**src/pee_pkg.sv**
```systemverilog
// Shared constants, token codes and controller/datapath interface types for the postfix evaluator.
package pee_pkg;

    localparam int STACK_DEPTH = 64;
    localparam int LEVEL_W     = $clog2(STACK_DEPTH + 1);
    localparam int ADDR_W      = $clog2(STACK_DEPTH);
    localparam int DATA_W      = 32;
    localparam int SYM_W       = 8;
    localparam int STAT_W      = 2;

    // Token characters
    localparam logic [SYM_W-1:0] CH_ZERO = 8'h30;
    localparam logic [SYM_W-1:0] CH_MUL  = 8'h2A;
    localparam logic [SYM_W-1:0] CH_DIV  = 8'h2F;
    localparam logic [SYM_W-1:0] CH_MOD  = 8'h25;
    localparam logic [SYM_W-1:0] CH_ADD  = 8'h2B;
    localparam logic [SYM_W-1:0] CH_SUB  = 8'h2D;
    localparam logic [SYM_W-1:0] CH_XOR  = 8'h5E;

    // Result status codes
    localparam logic [STAT_W-1:0] ST_OK        = 2'd0;
    localparam logic [STAT_W-1:0] ST_UNDERFLOW = 2'd1;
    localparam logic [STAT_W-1:0] ST_OVERFLOW  = 2'd2;
    localparam logic [STAT_W-1:0] ST_DIVZERO   = 2'd3;

    // Commands from controller to datapath
    typedef struct packed {
        logic capture;     // latch the accepted item
        logic push;        // push the token value
        logic underflow;   // operator on a short stack
        logic op_read;     // fetch the entry below the top
        logic op_apply;    // write back an ALU operator result
        logic div_zero;    // divide by zero: pop both, flag error
        logic div_start;   // launch the divider
        logic div_write;   // write back the divider result
        logic finish;      // emit result and clear the stack
    } pee_cmd_t;

    // Status from datapath to controller
    typedef struct packed {
        logic err_set;
        logic is_op;
        logic is_div;
        logic level_lt2;
        logic x_zero;
        logic div_done;
        logic eol;
    } pee_stat_t;

endpackage

```
**src/pee_div.sv**
```systemverilog
// Iterative signed 32-bit divider, one quotient bit per cycle, giving quotient or remainder.
module pee_div (
    input  logic                       clk,
    input  logic                       rst_n,
    input  logic                       start,
    input  logic [pee_pkg::DATA_W-1:0] dividend,
    input  logic [pee_pkg::DATA_W-1:0] divisor,
    input  logic                       want_rem,
    output logic                       done,
    output logic [pee_pkg::DATA_W-1:0] result
);
    import pee_pkg::*;

    localparam int CNT_W = $clog2(DATA_W);

    logic              busy_reg, busy_next;
    logic              done_reg, done_next;
    logic [CNT_W-1:0]  cnt_reg, cnt_next;
    logic [DATA_W-1:0] q_reg, q_next;
    logic [DATA_W-1:0] r_reg, r_next;
    logic [DATA_W-1:0] d_reg, d_next;
    logic              negq_reg, negq_next;
    logic              negr_reg, negr_next;
    logic              rem_reg, rem_next;

    logic [DATA_W:0]   shifted;
    logic [DATA_W:0]   trial;

    // Restoring step
    assign shifted = {r_reg, q_reg[DATA_W-1]};
    assign trial   = shifted - {1'b0, d_reg};

    always_comb
    begin
        busy_next = busy_reg;
        done_next = 1'b0;
        cnt_next  = cnt_reg;
        q_next    = q_reg;
        r_next    = r_reg;
        d_next    = d_reg;
        negq_next = negq_reg;
        negr_next = negr_reg;
        rem_next  = rem_reg;
        if (start)
        begin
            busy_next = 1'b1;
            cnt_next  = CNT_W'(DATA_W - 1);
            q_next    = dividend[DATA_W-1] ? (~dividend + 1'b1) : dividend;
            r_next    = '0;
            d_next    = divisor[DATA_W-1] ? (~divisor + 1'b1) : divisor;
            negq_next = dividend[DATA_W-1] ^ divisor[DATA_W-1];
            negr_next = dividend[DATA_W-1];
            rem_next  = want_rem;
        end
        else if (busy_reg)
        begin
            if (!trial[DATA_W])
            begin
                r_next = trial[DATA_W-1:0];
                q_next = {q_reg[DATA_W-2:0], 1'b1};
            end
            else
            begin
                r_next = shifted[DATA_W-1:0];
                q_next = {q_reg[DATA_W-2:0], 1'b0};
            end
            cnt_next = cnt_reg - 1'b1;
            if (cnt_reg == '0)
            begin
                busy_next = 1'b0;
                done_next = 1'b1;
            end
        end
    end

    // Control state
    always_ff @(posedge clk or negedge rst_n)
    begin
        if (!rst_n)
        begin
            busy_reg <= 1'b0;
            done_reg <= 1'b0;
        end
        else
        begin
            busy_reg <= busy_next;
            done_reg <= done_next;
        end
    end

    // Working registers
    always_ff @(posedge clk)
    begin
        cnt_reg  <= cnt_next;
        q_reg    <= q_next;
        r_reg    <= r_next;
        d_reg    <= d_next;
        negq_reg <= negq_next;
        negr_reg <= negr_next;
        rem_reg  <= rem_next;
    end

    // Sign correction: quotient by operand signs, remainder follows the dividend
    always_comb
    begin
        if (rem_reg)
            result = negr_reg ? (~r_reg + 1'b1) : r_reg;
        else
            result = negq_reg ? (~q_reg + 1'b1) : q_reg;
    end

    assign done = done_reg;

endmodule

```
**src/pee_datapath.sv**
```systemverilog
// Operand stack (cached top plus memory), ALU, divider and result registers.
module pee_datapath (
    input  logic                       clk,
    input  logic                       rst_n,
    input  pee_pkg::pee_cmd_t          cmd,
    output pee_pkg::pee_stat_t         stat,
    input  logic [pee_pkg::SYM_W-1:0]  symbol,
    input  logic                       end_of_expression,
    output logic [pee_pkg::DATA_W-1:0] value,
    output logic [pee_pkg::STAT_W-1:0] status
);
    import pee_pkg::*;

    logic [SYM_W-1:0]   sym_reg;
    logic               eol_reg;
    logic [DATA_W-1:0]  tos_reg, tos_next;
    logic [LEVEL_W-1:0] level_reg, level_next;
    logic [STAT_W-1:0]  err_reg, err_next;
    logic [DATA_W-1:0]  value_reg, value_next;
    logic [STAT_W-1:0]  status_reg, status_next;

    // Entries below the top; the top itself lives in tos_reg
    logic [DATA_W-1:0]  stack_mem [STACK_DEPTH];
    logic [DATA_W-1:0]  rd_data_reg;

    logic [LEVEL_W-1:0] level_m1;
    logic [LEVEL_W-1:0] level_m2;
    logic               full;
    logic               wr_en;
    logic [DATA_W-1:0]  push_val;
    logic [DATA_W-1:0]  prod;
    logic [DATA_W-1:0]  alu_res;
    logic [DATA_W-1:0]  div_res;
    logic               div_done;
    logic               tok_is_op;
    logic               tok_is_div;

    assign level_m1 = level_reg - 1'b1;
    assign level_m2 = level_reg - 2'd2;
    assign full     = (level_reg == LEVEL_W'(STACK_DEPTH));
    assign push_val = {{(DATA_W-SYM_W){1'b0}}, sym_reg} - {{(DATA_W-SYM_W){1'b0}}, CH_ZERO};
    assign wr_en    = cmd.push && !full && (level_reg != '0);

    // Token decode
    always_comb
    begin
        tok_is_op  = 1'b0;
        tok_is_div = 1'b0;
        case (sym_reg)
            CH_MUL, CH_ADD, CH_SUB, CH_XOR:
                tok_is_op = 1'b1;
            CH_DIV, CH_MOD:
            begin
                tok_is_op  = 1'b1;
                tok_is_div = 1'b1;
            end
            default:
                tok_is_op = 1'b0;
        endcase
    end

    assign stat.is_op     = tok_is_op;
    assign stat.is_div    = tok_is_div;
    assign stat.err_set   = (err_reg != ST_OK);
    assign stat.level_lt2 = (level_reg < LEVEL_W'(2));
    assign stat.x_zero    = (tos_reg == '0);
    assign stat.div_done  = div_done;
    assign stat.eol       = eol_reg;

    // ALU operators: x is the top, y the entry below
    assign prod = tos_reg * rd_data_reg;
    always_comb
    begin
        case (sym_reg)
            CH_MUL:  alu_res = prod[DATA_W-1:0];
            CH_ADD:  alu_res = rd_data_reg + tos_reg;
            CH_SUB:  alu_res = rd_data_reg - tos_reg;
            CH_XOR:  alu_res = rd_data_reg ^ tos_reg;
            default: alu_res = '0;
        endcase
    end

    pee_div u_div (
        .clk      (clk),
        .rst_n    (rst_n),
        .start    (cmd.div_start),
        .dividend (rd_data_reg),
        .divisor  (tos_reg),
        .want_rem (sym_reg == CH_MOD),
        .done     (div_done),
        .result   (div_res)
    );

    // Stack, error and result update
    always_comb
    begin
        tos_next    = tos_reg;
        level_next  = level_reg;
        err_next    = err_reg;
        value_next  = value_reg;
        status_next = status_reg;
        if (cmd.push)
        begin
            if (full)
                err_next = ST_OVERFLOW;
            else
            begin
                tos_next   = push_val;
                level_next = level_reg + 1'b1;
            end
        end
        if (cmd.underflow)
            err_next = ST_UNDERFLOW;
        if (cmd.op_apply)
        begin
            tos_next   = alu_res;
            level_next = level_m1;
        end
        if (cmd.div_zero)
        begin
            err_next   = ST_DIVZERO;
            level_next = level_m2;
        end
        if (cmd.div_write)
        begin
            tos_next   = div_res;
            level_next = level_m1;
        end
        if (cmd.finish)
        begin
            if (err_reg != ST_OK)
            begin
                value_next  = '0;
                status_next = err_reg;
            end
            else if (level_reg == '0)
            begin
                value_next  = '0;
                status_next = ST_UNDERFLOW;
            end
            else
            begin
                value_next  = tos_reg;
                status_next = ST_OK;
            end
            level_next = '0;
            err_next   = ST_OK;
        end
    end

    always_ff @(posedge clk or negedge rst_n)
    begin
        if (!rst_n)
        begin
            level_reg <= '0;
            err_reg   <= ST_OK;
        end
        else
        begin
            level_reg <= level_next;
            err_reg   <= err_next;
        end
    end

    // Payload registers
    always_ff @(posedge clk)
    begin
        if (cmd.capture)
        begin
            sym_reg <= symbol;
            eol_reg <= end_of_expression;
        end
        tos_reg    <= tos_next;
        value_reg  <= value_next;
        status_reg <= status_next;
    end

    // Stack memory: old top spills on push, entry below top read for operators
    always_ff @(posedge clk)
    begin
        if (wr_en)
            stack_mem[level_m1[ADDR_W-1:0]] <= tos_reg;
        if (cmd.op_read)
            rd_data_reg <= stack_mem[level_m2[ADDR_W-1:0]];
    end

    assign value  = value_reg;
    assign status = status_reg;

endmodule

```
**src/pee_ctrl.sv**
```systemverilog
// Controller state machine: sequences one token at a time and owns both handshakes.
module pee_ctrl (
    input  logic               clk,
    input  logic               rst_n,
    input  logic               in_valid,
    output logic               in_ready,
    output logic               out_valid,
    input  logic               out_ready,
    input  pee_pkg::pee_stat_t stat,
    output pee_pkg::pee_cmd_t  cmd
);
    import pee_pkg::*;

    localparam logic [2:0] S_IDLE   = 3'd0;
    localparam logic [2:0] S_DECODE = 3'd1;
    localparam logic [2:0] S_OPER   = 3'd2;
    localparam logic [2:0] S_DIV    = 3'd3;
    localparam logic [2:0] S_FINISH = 3'd4;

    logic [2:0] state_reg, state_next;
    logic       out_valid_reg, out_valid_next;
    logic       out_free;

    assign out_free = !out_valid_reg || out_ready;

    always_comb
    begin
        state_next = state_reg;
        cmd        = '0;
        in_ready   = 1'b0;
        case (state_reg)
            S_IDLE:
            begin
                in_ready = 1'b1;
                if (in_valid)
                begin
                    cmd.capture = 1'b1;
                    state_next  = S_DECODE;
                end
            end
            S_DECODE:
            begin
                // Tokens after an error are skipped until the end item
                if (stat.err_set)
                    state_next = S_FINISH;
                else if (stat.is_op)
                begin
                    if (stat.level_lt2)
                    begin
                        cmd.underflow = 1'b1;
                        state_next    = S_FINISH;
                    end
                    else
                    begin
                        cmd.op_read = 1'b1;
                        state_next  = S_OPER;
                    end
                end
                else
                begin
                    cmd.push   = 1'b1;
                    state_next = S_FINISH;
                end
            end
            S_OPER:
            begin
                if (!stat.is_div)
                begin
                    cmd.op_apply = 1'b1;
                    state_next   = S_FINISH;
                end
                else if (stat.x_zero)
                begin
                    cmd.div_zero = 1'b1;
                    state_next   = S_FINISH;
                end
                else
                begin
                    cmd.div_start = 1'b1;
                    state_next    = S_DIV;
                end
            end
            S_DIV:
            begin
                if (stat.div_done)
                begin
                    cmd.div_write = 1'b1;
                    state_next    = S_FINISH;
                end
            end
            S_FINISH:
            begin
                if (!stat.eol)
                    state_next = S_IDLE;
                else if (out_free)
                begin
                    cmd.finish = 1'b1;
                    state_next = S_IDLE;
                end
            end
            default:
                state_next = S_IDLE;
        endcase
    end

    // Output valid: set on emit, cleared when taken
    always_comb
    begin
        out_valid_next = out_valid_reg;
        if (out_valid_reg && out_ready)
            out_valid_next = 1'b0;
        if (cmd.finish)
            out_valid_next = 1'b1;
    end

    always_ff @(posedge clk or negedge rst_n)
    begin
        if (!rst_n)
        begin
            state_reg     <= S_IDLE;
            out_valid_reg <= 1'b0;
        end
        else
        begin
            state_reg     <= state_next;
            out_valid_reg <= out_valid_next;
        end
    end

    assign out_valid = out_valid_reg;

endmodule

```
**src/postfix_expression_evaluator_top.sv**
```systemverilog
// Top level of the postfix expression evaluator: controller plus datapath on stream ports.
//
//  Channel  | Dir | tdata              | tuser       | tlast
//  ---------+-----+--------------------+-------------+-------------------
//  s_axis   | in  | [7:0] symbol       | -           | end_of_expression
//  m_axis   | out | [31:0] value       | [1:0] status| -
//
// Pushes, skipped tokens and underflows pass the decode and finish states; +, -, *, ^ and
// divide by zero also pass the operand state; other / and % wait in the divide state for the
// divider, one quotient bit a cycle. An end item waits only while the last result is not yet
// taken. Reset clears the stack level, error and handshake state; the stack memory is not
// cleared. A result waiting on m_axis does not block new items; only the next end item waits.
module postfix_expression_evaluator_top (
    input  logic        clk,
    input  logic        rst_n,
    input  logic        s_axis_tvalid,
    output logic        s_axis_tready,
    input  logic [7:0]  s_axis_tdata,   // [7:0] symbol
    input  logic        s_axis_tlast,
    output logic        m_axis_tvalid,
    input  logic        m_axis_tready,
    output logic [31:0] m_axis_tdata,   // [31:0] value
    output logic [1:0]  m_axis_tuser    // [1:0] status
);
    import pee_pkg::*;

    pee_cmd_t  cmd;
    pee_stat_t stat;

    pee_ctrl u_ctrl (
        .clk       (clk),
        .rst_n     (rst_n),
        .in_valid  (s_axis_tvalid),
        .in_ready  (s_axis_tready),
        .out_valid (m_axis_tvalid),
        .out_ready (m_axis_tready),
        .stat      (stat),
        .cmd       (cmd)
    );

    pee_datapath u_dp (
        .clk               (clk),
        .rst_n             (rst_n),
        .cmd               (cmd),
        .stat              (stat),
        .symbol            (s_axis_tdata),
        .end_of_expression (s_axis_tlast),
        .value             (m_axis_tdata),
        .status            (m_axis_tuser)
    );

endmodule

```
**config.mk**
```make
export PLATFORM = sky130hd
export DESIGN_NAME = postfix_expression_evaluator_top
export DESIGN_NICKNAME = d
export VERILOG_FILES = /design/src/pee_pkg.sv /design/src/pee_div.sv /design/src/pee_datapath.sv /design/src/pee_ctrl.sv /design/src/postfix_expression_evaluator_top.sv
export SDC_FILE = /design/constraint.sdc
export NUM_CORES = 2
export LEC_CHECK = 0
export BUFFER_PORTS_ARGS = -buffer_cell sky130_fd_sc_hd__buf_2
export CAP_MARGIN = 20
export CORE_MARGIN = 10
export CORE_UTILIZATION = 69
export DETAILED_ROUTE_END_ITERATION = 16
export PLACE_DENSITY = 0.95
export SYNTH_ARGS = -nofsm -noshare
export SYNTH_HDL_FRONTEND = slang
export SYNTH_HIERARCHICAL = 1
export SYNTH_SLANG_ARGS = --single-unit
```
**constraint.sdc**
```tcl
create_clock -name clk -period 14.7 [get_ports clk]
set_input_delay 2.94 -clock clk [delete_from_list [all_inputs] [get_ports clk]]
set_output_delay 2.94 -clock clk [all_outputs]
set_load 0.01 [all_outputs]
```
==> reports/summary.txt, run 1 <==
Largest net degree at the start of global routing: 120
Most used DFF post-synth: edfxtp_1
Num ports: 49
Yosys top cell area share: 60.5%
Average size of a mapped cell: 16.6 um2
Hold-fix buffers, CTS: 0
Clock net sink count: 2,274
Mapped Nets: 7,276
Initial Util: 69.5%
DP Wirelength: 223,000 um
First-pass GRT wire length: 837,000 um
Clock buffer depth: 3
Std cell rows: 146
Run Error: [ERROR GRT-0116] Global routing finished with congestion. Check the congestion regions in the DRC Viewer.
All-layer global routing usage: 71.1%
EDFF count, synth: 2,222
Post-CTS Repair Setup Buffers: 0
Die Y: 420 um
Post-CTS sizing: 0
Number of global-route vias before repair: 89,100
Area leader, netlist: edfxtp_1
Unique masters post-synth: 90
Mapped Area: 0.110 mm2
Placer congestion estimate: 0.966
Last stage: global routing
Number of CTS-inserted buffers: 211
GRT overflow: 3,200
H-tree depth: 4
Register bit total from synthesis: 2,274
Synth area leaders: edfxtp_1 61%, mux4_2 13%, fa_1 7.4%
PortBufs: 48
Chip Width: 420 um
Clock Tree Root: clkbuf_16
Synth Instances: 6,635
Outcome: did not finish
Register area share after synthesis: 61.5%
Asr flop ratio synth: 0.660%
Yosys warnings: 6
[logic make-up after synthesis]
| family | after synthesis | synth area share, % |
|---|---|---|
| XOR/XNOR | 330 | 2.64 |
| buffers and inverters | 832 | 2.90 |
| flip-flops | 2274 | 61.5 |
| AO/OA/AOI/OAI | 613 | 3.66 |
| AND/OR/NAND/NOR | 1288 | 5.81 |
| adder cells (fa/ha/maj) | 628 | 9.92 |
| multiplexers | 670 | 13.5 |
[synth_stat cells, types with 21 or more instances]
cell,number
buf_2,39
dfxtp_1,37
xnor2_1,192
fa_1,410
a311oi_1,21
a21o_1,35
a31oi_1,23
mux4_2,658
nand2_1,447
nand2b_1,23
inv_1,473
nor3_1,50
a211oi_1,30
a221oi_1,26
o41ai_1,24
edfxtp_1,2222
o31ai_1,44
a21oi_1,168
and2_1,349
o21a_1,23
clkbuf_1,270
nand3_1,29
or3_1,26
o21ai_0,131
ha_1,218
buf_1,42
xor2_1,136
nor2_1,242
[metal layers]
| metal | GRT overflow | global-route usage [%] |
|---|---|---|
| met5 | 103 | 46.4 |
| met1 | 805 | 72.3 |
| met3 | 581 | 63.8 |
| met2 | 1098 | 83.6 |
| met4 | 613 | 58.8 |
[through the flow]
stage	area (um2)	setup WS [ns]	util [%]	hold WS (ns)	instances
4_1_cts	121000	5.71	76.1	0.512	8969
3_5_place_dp	114000	6.03	71.7	0.488	8582
2_1_floorplan	110000	6.64	-	0.462	6635
3_3_place_gp	114000	6.43	71.7	0.479	8582
==> run 2, diff against run 1 <==
CORE_UTILIZATION = 40   (was 69)
PLACE_DENSITY = not set   (was 0.95)
PLACE_DENSITY_LB_ADDON = 0.15   (was not set)
==> run 2 against run 1 <==
Net effect: the run now ends clean; synthesized cell count is the same; synthesized area is the same.
==> reports/summary.txt, run 2 <==
Skew final: 0.0896 ns
Final #Nets: 7,410
Num ports: 49 (unchanged)
Largest net degree at the start of global routing: 133
Placer congestion estimate: 0.854 (-12%)
Setup TNS Final: 0 ns
All-layer global routing usage: 22.1%
CP Data Required Time: 15.27 ns
Hold-fix buffers, CTS: 0 (unchanged)
Drt pass-1 iters: 7
Clock power share: 18.9%
Max-Cap Viols: 0
Clock Tree Root: clkbuf_16
CTS tree: built
Post-CTS sizing: 0 (unchanged)
EDFF count, synth: 2,222 (unchanged)
Outcome: complete, no violations
Max FFs per register: 2,048
CP Capture Type: flop
Initial antenna violation count: 23
Area leader, netlist: edfxtp_1
Synth Instances: 6,635 (unchanged)
Measured slew at the worst slew-check pin: 1.18 ns
Clock-pin slew on the worst setup and hold paths: 0.06 ns
Number of global-route vias before repair: 63,600
Mapped Area: 0.110 mm2 (unchanged)
Final Slew Violations: 0
Power Dens Cells: 257 mW/mm2
First-pass GRT wire length: 472,000 um
Chip Width: 545 um (+30%)
H-tree depth: 4 (unchanged)
CP Class: flop to flop
Most numerous cell in the Yosys netlist: edfxtp_1
GRT overflow: 0
DRC errors left: 0
Unique masters post-synth: 90 (unchanged)
Register bit total from synthesis: 2,274 (unchanged)
Routed vias/inst: 5.73
Startpoint Class: flop
WL final: 330,000 um
Commonest non-fill, non-tap cell in the layout: edfxtp_1
Largest fanout on the critical path: 70
Core area: 0.274 mm2
Initial Util: 40.2% (-29 points)
Combinational share of power: 57.0%
VDD IR max: 958 uV
Arr. time, crit path: 9.27 ns
Seq pwr share: 24.1%
Starting DRT DRC Count: 6,823
Final Hold Vio Count: 0
DP Wirelength: 193,000 um (-13%)
Routed Antenna Nets: 0
Final Critical Period: 8.70 ns
FMAX: 0.115 GHz
Unrepaired setup endpoints after global routing: false
Fin crit share: 59.2%
Mapped Nets: 7,276 (unchanged)
Vias: 61,100
Fraction of layout cells with a size suffix above 1: 19.7%
Clock net sink count: 2,274 (unchanged)
Layout area overhead: 12.3%
Most frequent cells in the layout: 2,222 x edfxtp_1, 658 x mux4_2, 473 x inv_1
Drt wl/cell: 30.9 um
Yosys top cell area share: 60.5% (unchanged)
Setup Viol. Count Final: 0
Worst Hold Class: flop to flop
PortBufs: 48 (unchanged)
Commonest cells post-synth: 2,222 x edfxtp_1, 658 x mux4_2, 473 x inv_1
Average size of a mapped cell: 16.6 um2 (unchanged)
Std cell rows: 192 (+32%)
Sw frac: 41.3%
Most used DFF post-synth: edfxtp_1
Internal power: 18.7 mW
Die Y: 545 um (+30%)
Clock latency on the worst-skew pair: 0.93 ns
Clock buffer depth: 3 (unchanged)
Leakage: 41.9 nW
Number of CTS-inserted buffers: 236 (+12%)
Switching power: 13.1 mW
Post-CTS Repair Setup Buffers: 0 (unchanged)
Register area share after synthesis: 61.5% (unchanged)
Relative slew slack: 21.1%
Hold WS: 0.487 ns
Die area: 0.297 mm2
Synth area leaders: edfxtp_1 61%, mux4_2 13%, fa_1 7.4%
Asr flop ratio synth: 0.660% (unchanged)
Yosys warnings: 6 (unchanged)
-- run 2: per-layer routing --
layer,up-vias,track usage (%),routed length (um)
li1,25400,-,-
met1,33000,30.9,140000
met2,2255,35.8,157000
met3,478,3.27,21700
met4,4,7.08,11400
met5,-,0,26
-- run 2: power by group through the flow --
stage | Sequential (mW) | Combinational [mW] | Clock [mW]
after floorplan | 7.87 | 12.6 | 0
after global placement | 7.80 | 18.0 | 0
after CTS | 7.67 | 18.1 | 6.12
after detailed placement | 7.81 | 18.0 | 0
after global routing | 7.69 | 19.8 | 6.38
final | 7.67 | 18.1 | 6.00
-- run 2: area by class of cell --
cell class	instances	area [um2]
Antenna cell	7	17.5
Sequential cell	2274	67800
Timing Repair Buffer	253	1870
Inverter	475	1780
Clock buffer	299	6200
Fill cell	23800	150000
Tap cell	3686	4610
Clock inverter	146	1590
Multi-Input combinational cell	3529	39900
-- run 2: stage by stage --
step	setup WS, ns	utilization [%]	area (um2)	power [mW]	std cells
CTS	6.04	45.2	124000	31.9	10700
finish	6.00	45.2	124000	31.8	10700
detailed placement	6.16	42.3	116000	25.8	10200
global placement	6.20	42.3	116000	25.8	10200
global route	5.67	45.2	124000	33.8	10700
floorplan	6.64	-	110000	20.4	6635
-- run 2: path summary, 6_finish.rpt --
check	from	to	slack, ns	cells past startpoint
worst max register to register	u_dp/tos_reg[11]	u_dp/tos_reg[29]	6.00	25
worst max-delay path	u_dp/tos_reg[11]	u_dp/tos_reg[29]	6.00	25
max in group asynchronous	rst_n	u_dp/level_reg[0]	12.11	1
min in group asynchronous	rst_n	u_dp/err_reg[1]	2.08	1
worst min register to register	u_dp/err_reg[1]	u_dp/status[1]	0.49	0
worst min-delay path	u_dp/err_reg[1]	u_dp/status[1]	0.49	0
-- run 2: critical path, stage by stage (launching register included) --
cell and delay [ns]:
edfxtp_1 0.79, buf_4 0.78, and2_1 0.25, fa_1 0.44
fa_1 0.49, fa_1 0.52, inv_1 0.05, fa_1 0.47
inv_1 0.05, fa_1 0.51, inv_1 0.06, fa_1 0.54
inv_1 0.05, fa_1 0.49, fa_1 0.41, ha_1 0.35
a21o_1 0.21, a21oi_1 0.19, o21ai_0 0.20, a221o_1 0.36
a21o_1 0.19, o21ai_1 0.21, a21oi_1 0.12, xor2_1 0.15
a221oi_1 0.31, a221oi_1 0.11
-- run 2: kinds of logic (layout without fill, tap and decap cells) --
| family | after synthesis | after routing | synth area share (%) |
|---|---|---|---|
| DFF | 2274 | 2274 | 61.5 |
| and+or+nand+nor | 1288 | 1288 | 5.81 |
| buffers and inverters | 832 | 1173 | 2.90 |
| muxes | 670 | 670 | 13.5 |
| adders and majority gates | 628 | 628 | 9.92 |
| AOI/OAI and AO/OA | 613 | 613 | 3.66 |
| xor gates and xnor gates | 330 | 330 | 2.64 |
| other | 0 | 7 | 0 |
Note: power is estimated with default switching activity, not from simulation.
